--- src/hw/rtl/tagged_integer_alu_defines.svh ---
// Assertion macros shared by the tagged integer ALU sources.
`ifndef TAGGED_INTEGER_ALU_DEFINES_SVH
`define TAGGED_INTEGER_ALU_DEFINES_SVH

`ifndef NO_ASSERTIONS
// Same-cycle implication, checked at every rising edge outside reset.
`define TIA_ASSERT_IMPL(lbl, clk, rst, ante, cons) \
   lbl: assert property (@(posedge clk) disable iff (rst) (ante) |-> (cons)) \
      else $error("implication check failed");
// Next-cycle implication, checked at every rising edge outside reset.
`define TIA_ASSERT_NEXT(lbl, clk, rst, ante, cons) \
   lbl: assert property (@(posedge clk) disable iff (rst) (ante) |=> (cons)) \
      else $error("next-cycle check failed");
`else
`define TIA_ASSERT_IMPL(lbl, clk, rst, ante, cons)
`define TIA_ASSERT_NEXT(lbl, clk, rst, ante, cons)
`endif

`endif

--- src/hw/rtl/tia_pkg.sv ---
// Types, command codes and helpers for the tagged integer ALU.
package tia_pkg;

   // Datum layout.
   localparam int MAG_BITS = 45;
   localparam int TAG_SHIFT = 46;
   localparam logic [63:0] SIGN_FLIP = 64'h0000200000000000;
   localparam logic [63:0] LOW46_MASK = 64'h00003fffffffffff;

   // Divider slicing: quotient bits retired per pipeline stage.
   localparam int DIV_BITS_PER_STAGE = 3;
   localparam int DIV_STAGES = MAG_BITS / DIV_BITS_PER_STAGE;

   // Multiplier split point for the partial products.
   localparam int MUL_SPLIT = 23;

   // Command codes.
   localparam logic [4:0] CMD_ADD    = 5'd0;
   localparam logic [4:0] CMD_SUB    = 5'd1;
   localparam logic [4:0] CMD_MUL    = 5'd2;
   localparam logic [4:0] CMD_DIV    = 5'd3;
   localparam logic [4:0] CMD_DIVREM = 5'd4;
   localparam logic [4:0] CMD_BSUBA  = 5'd5;
   localparam logic [4:0] CMD_INC    = 5'd6;
   localparam logic [4:0] CMD_DEC    = 5'd7;
   localparam logic [4:0] CMD_LT     = 5'd8;
   localparam logic [4:0] CMD_GT     = 5'd9;
   localparam logic [4:0] CMD_LE     = 5'd10;
   localparam logic [4:0] CMD_GE     = 5'd11;
   localparam logic [4:0] CMD_EQ     = 5'd12;
   localparam logic [4:0] CMD_NE     = 5'd13;
   localparam logic [4:0] CMD_ISNUM  = 5'd14;
   localparam logic [4:0] CMD_NOTNUM = 5'd15;
   localparam logic [4:0] CMD_NOP    = 5'd16;
   localparam logic [4:0] CMD_PASS   = 5'd17;

   typedef struct packed {
      logic [4:0]  command;
      logic [63:0] operand_a;
      logic [63:0] operand_b;
   } tia_req_type;

   typedef struct packed {
      logic        fires;
      logic [63:0] result_a;
      logic [63:0] result_b;
      logic        divide_by_zero;
   } tia_rsp_type;

   // One word in flight through the divider pipeline.
   typedef struct packed {
      logic        valid;
      logic [4:0]  cmd;
      logic        fires;
      logic        dz;
      logic [63:0] val;
      logic        mul_pend;
      logic        neg_pend;
      logic        enc_pend;
      logic        sign_q;
      logic        sign_r;
      logic [MAG_BITS-1:0] dvsr;
      logic [MAG_BITS-1:0] rem;
      logic [MAG_BITS-1:0] dq;
   } tia_pipe_type;

   // Re-encode a two's complement value as a sign-magnitude datum.
   function automatic logic [63:0] tia_encode(input logic [63:0] v);
      logic [63:0] r;
      if (v[63]) begin
         r = ((64'd0 - v) + SIGN_FLIP) & LOW46_MASK;
      end else begin
         r = v & LOW46_MASK;
      end
      return r;
   endfunction

endpackage

--- src/hw/rtl/tia_div_step.sv ---
// One slice of the restoring divider: retires DIV_BITS_PER_STAGE quotient bits.
module tia_div_step (
   input  logic [tia_pkg::MAG_BITS-1:0] rem_i,
   input  logic [tia_pkg::MAG_BITS-1:0] dq_i,
   input  logic [tia_pkg::MAG_BITS-1:0] dvsr_i,
   output logic [tia_pkg::MAG_BITS-1:0] rem_o,
   output logic [tia_pkg::MAG_BITS-1:0] dq_o
);

   // Shift in the next dividend bit, subtract the divisor when it fits.
   always_comb begin
      logic [tia_pkg::MAG_BITS:0]   trial;
      logic [tia_pkg::MAG_BITS-1:0] r;
      logic [tia_pkg::MAG_BITS-1:0] q;
      r = rem_i;
      q = dq_i;
      trial = '0;
      for (int i = 0; i < tia_pkg::DIV_BITS_PER_STAGE; i++) begin
         trial = {r, q[tia_pkg::MAG_BITS-1]};
         q = {q[tia_pkg::MAG_BITS-2:0], 1'b0};
         if (trial >= {1'b0, dvsr_i}) begin
            trial = trial - {1'b0, dvsr_i};
            q[0] = 1'b1;
         end
         r = trial[tia_pkg::MAG_BITS-1:0];
      end
      rem_o = r;
      dq_o = q;
   end

endmodule

--- config.mk ---
export PLATFORM = sky130hd
export DESIGN_NAME = tia_div_step
export DESIGN_NICKNAME = d
export VERILOG_FILES = /design/src/hw/rtl/tagged_integer_alu_defines.svh /design/src/hw/rtl/tia_pkg.sv /design/src/hw/rtl/tia_div_step.sv
export SDC_FILE = /design/constraint.sdc
export NUM_CORES = 1
export LEC_CHECK = 0
export BUFFER_PORTS_ARGS = -buffer_cell sky130_fd_sc_hd__buf_2
export CAP_MARGIN = 20
export CORE_MARGIN = 4
export CORE_UTILIZATION = 55
export DETAILED_ROUTE_END_ITERATION = 10
export PLACE_DENSITY = 0.82
export SYNTH_ARGS = -nofsm -noshare
export SYNTH_HDL_FRONTEND = slang
export SYNTH_SLANG_ARGS = --single-unit
--- constraint.sdc ---
create_clock -name vclk -period 15.2
set_clock_uncertainty 0.15 [all_clocks]
set_input_delay 2.28 -clock vclk [all_inputs]
set_output_delay 2.28 -clock vclk [all_outputs]
set_load 0.01 [all_outputs]
# == Word-level counts from Yosys, hierarchy flattened ==
# Cells that the tools add are included.
# classes
n_addsub,3
muxes,6
order_cmp,3
# ops
op,n
46-bit by 45-bit greater-or-equal comparator with 1-bit output,3
45-bit 2-to-1 mux,3
45-bit subtractor,3
1-bit 2-to-1 mux,3
# totals
regBits,0
word_cells,12

# == Logic depth before layout (Yosys ltp) ==
# depth
word_depth,6
mapped_depth,48

# == Worst setup path after synthesis ==
# No wires, ideal clock.
# synth_timing
kind,input-to-output
start,in dq_i[44] in the netlist's numbering
end,out rem_o[43] in the netlist's numbering
stages,44
path_buffers,8
t_arrival_ns,11.144
path_slack_ns,1.626
cell_sequence,inv_1 > ha_1 > inv_1 > fa_1 > a21o_1 > a221oi_2 > o21ai_2 > a21oi_2 > and4b_1 > o31ai_2 > and3_1 > buf_4 > clkbuf_1 > clkbuf_1 > o21ai_0 > ha_1 > clkbuf_1 > nand4_1 > (+8 left out) > buf_4 > inv_2 > buf_6 > mux2_4 > ha_1 > a21o_1 > a21o_1 > a221oi_2 > o21bai_1 > a21o_1 > a211oi_1 > o41ai_1 > o41a_1 > a211o_1 > or3_1 > buf_4 > buf_6 > o31ai_1
# synth_via
elab_chain_cells,6
elab_cells_between_ends,9
cone_classes,add/sub: 3; order compare: 3; mux: 3
# synth_rtl
item,line_no,source
"start, declared",tia_div_step.sv:4,"input logic [tia_pkg::MAG_BITS-1:0] dq_i,"
45-bit subtractor / 46-bit by 45-bit greater-or-equal comparator with 1-bit output (equally long branches),"tia_div_step.sv:22, tia_div_step.sv:21",
45-bit 2-to-1 mux (*),tia_div_step.sv:21,"if (trial >= {1'b0, dvsr_i}) begin"
45-bit subtractor / 46-bit by 45-bit greater-or-equal comparator with 1-bit output (equally long branches),"tia_div_step.sv:22, tia_div_step.sv:21",
45-bit 2-to-1 mux (*),tia_div_step.sv:21,
45-bit subtractor / 46-bit by 45-bit greater-or-equal comparator with 1-bit output (equally long branches),"tia_div_step.sv:22, tia_div_step.sv:21",
45-bit 2-to-1 mux (*),tia_div_step.sv:21,
"end, declared",tia_div_step.sv:6,"output logic [tia_pkg::MAG_BITS-1:0] rem_o,"
# Every way passes the cells marked *; elsewhere a longest branch is shown, timed or not.

# == Worst setup path in the final report ==
# layout_timing
start,in dq_i[44] in the netlist's numbering
end,out rem_o[17] in the netlist's numbering
# Same word-level chain as after synthesis.

==> run_results.csv <==
group,metric,value,unit
run_status,outcome,"finished clean",
timing,fin_crit_sh,97.0,%
timing,worst_slack,0.461,ns
min_path,hold_class,"input pin to output pin",
cells_and_area,seq_cell_count,0,
place,dpl.hpwl,27.2,mm
detailed_routing,wl_per_cell,19.4,um
power_and_ir_drop,p_switching,1.05,mW
place,pre_cts_ws,-0.146,ns
synth,syn-cell-area,9830,sq um
floorplanning,die_h,142,um
synth,yosysWarnings,0,
global_route,overflow,0,
cells_and_area,num-clock-buffers,0,
cells_and_area,fill_cells,1695,
synth,avgSynthCellArea,6.97,sq um
cells_and_area,syn2layout_area_growth,5.51,%
synth,yosysMostFrequentCell,"a21oi_1",
synth,yosys.area.top_type,"ha_1",
synth,synth_top_cells_by_area,"ha_1 (17%), a21oi_1 (7.2%), xnor2_1 (6.8%), mux2_4 (6.6%), o21ai_0 (5.5%)",
power_and_ir_drop,clkPwrFrac,0,%
floorplanning,start_util,56.5,%
detailed_routing,drt_iter0_drc,1080,
global_route,grt_max_degree,47,
timing,max_clock_freq,67.8,MHz
floorplanning,io_pins,225,
timing,relSlewSlack,40.3,%
synth,synth_top_family_by_area,"compound AO/OA/AOI/OAI gates",
timing,drv_slew,0,
global_route,grt_pass1_wl,50.2,mm
floorplanning,chipWidth,142,um
critical_path,slowest_delay,0.52,ns
critical_path,crit_slowest_cell,"or3_2",
timing,period_minus_slack,14.74,ns
timing,hold_violations,0,
detailed_routing,vias_per_cell,6.41,
cells_and_area,diodes,0,
power_and_ir_drop,p_sw_share,54.3,%
detailed_routing,dr.pass1.iters,5,
synth,yosys-mux-area-fraction,11.8,%
synth,ys_seq_area_share,0,%
critical_path,startpoint_type,"input pin",
synth,synth_adder_area_share,17.8,%
critical_path,worstSetupPathType,"input pin to output pin",
synth,ys_top_cells_by_count,"a21oi_1 (142), ha_1 (135), o21ai_0 (108)",
power_and_ir_drop,p_leak,5.14,nW
synth,synth_top_area_share,17.2,%
power_and_ir_drop,power_frac_comb,100.0,%
critical_path,required,12.77,ns
place,gp_congestion,0.992,
critical_path,cp_common_cell,"a21oi_2",
critical_path,arrival,12.31,ns
power_and_ir_drop,p_per_area,186,nW/um^2
timing,tightestPinTransition,0.883,ns
power_and_ir_drop,p_seq_share,0,%
power_and_ir_drop,internal-power,880,uW
detailed_routing,wl,32.7,mm
cells_and_area,seqCellArea,0,sq um
global_route,grt_pass1_vias,9836,
synth,synthCells,1410,
timing,setup_viol_count_final,0,
cells_and_area,instances_no_fill,1683,
power_and_ir_drop,p_total,1.93,mW
detailed_routing,ant_nets,0,
floorplanning,coreArea,17400,sq um
power_and_ir_drop,ir_drop,0.132,mV
synth,synth-compound-area-share,31.1,%
detailed_routing,vias,10800,
cells_and_area,postLayoutCoreUtil,59.6,%
place,post-place-cells,1683,
synth,synthDistinctLibCells,76,
floorplanning,fp.dieArea,20100,sq um
critical_path,critPathCaptureType,"output pin",
synth,synth-simple-area-share,18.6,%
critical_path,cp_max_fo,46,
global_route,global_route.usage.total,30.1,%
cells_and_area,nets,1733,
run,drv_cap,0,
detailed_routing,drc,0,
cells_and_area,multi_input_area,8910,sq um
floorplanning,row_count,48,
place,io_buffers,141,
timing,rsz0062_at_grt,"false",
cells_and_area,layout-drive-gt1-share,17.7,%
synth,syn-num-nets,1683,
synth,synth-xor-area-share,10.5,%
clock_tree,ctsHoldBuffers,0,
global_route,antenna_found_initial,1,
==> per-layer routing <==
layer / global-route usage (%) / wire length (um) / vias up
met3: 4.38 / 3060 / 50
met1: 42.3 / 14600 / 4998
li1: - / - / 5216
met2: 49.5 / 14500 / 522
met5: 0 / 8 / -
met4: 4.85 / 552 / 2
==> cell families (layout without fill, tap and decap cells) <==
logic type,after synthesis,after routing
fa+ha+maj,138,138
buf+inv,205,253
compound gates,481,481
simple gates,377,377
xor+xnor,118,118
mux,91,91
==> area by class of cell <==
cell class                 instances  share of cell area (%)
inverter                         101                    3.73
multi-input combinational       1205                    85.8
tap                              225                    2.71
timing repair buffer             152                    7.72
==> power by group through the flow <==
stage	Clock [mW]	Combinational [mW]	Sequential (mW)
2_1_floorplan	0	1.43	0
3_3_place_gp	0	1.87	0
3_5_place_dp	0	1.88	0
4_1_cts	0	1.89	0
5_1_grt	0	2.09	0
6_report	0	1.93	0
==> layout by cell type (no fill, tap or decap), types with 6 or more instances in the layout <==
master / n
a21oi_1: 140
o211ai_1: 10
or3_1: 6
a211oi_1: 18
nand3_1: 49
a21o_1: 67
nand2b_1: 16
o21ai_0: 107
nand2_1: 102
ha_1: 134
o31ai_1: 12
xnor2_1: 76
o21bai_1: 19
mux2_2: 31
and3_1: 15
nand4_1: 32
xor2_1: 42
a31oi_1: 12
nor2b_1: 15
o41ai_1: 6
nor3_1: 15
buf_4: 10
o21a_1: 21
nor2_1: 91
inv_1: 99
nor4_1: 7
buf_2: 141
and2_1: 10
mux2_4: 43
mux2i_1: 17
==> repair_timing <==
action | in CTS | in global routing
pin swaps | 0 | 0
buffers inserted | 0 | 0
setup endpoints to repair | 45 | 46
resized for setup | 3 | 12
hold endpoints to repair | 0 | 0
==> final timing paths <==
path     start   endpoint  slack, ns  cells past startpoint
max   dq_i[44]  rem_o[17]       0.46                     40
min   dq_i[11]   dq_o[14]       4.41                      0
==> through the flow <==
step	cell area, sq um	hold slack (ns)	TNS, ns
after floorplan	9830	4.50	0
after global placement	10300	4.41	-1.08
final	10400	4.41	0
after global routing	10400	4.41	0
after CTS	10300	4.41	0
after detailed placement	10300	4.41	-4.85
==> worst max-delay path: cells and delay by family <==
kind / cells / cell delay (ns)
buffers and inverters: 7 / 1.12
muxes: 2 / 0.67
AOI/OAI and AO/OA: 21 / 5.09
adders and majority gates: 4 / 1.43
and+or+nand+nor: 6 / 1.62
No activity file was read; power rests on OpenSTA's default activity.
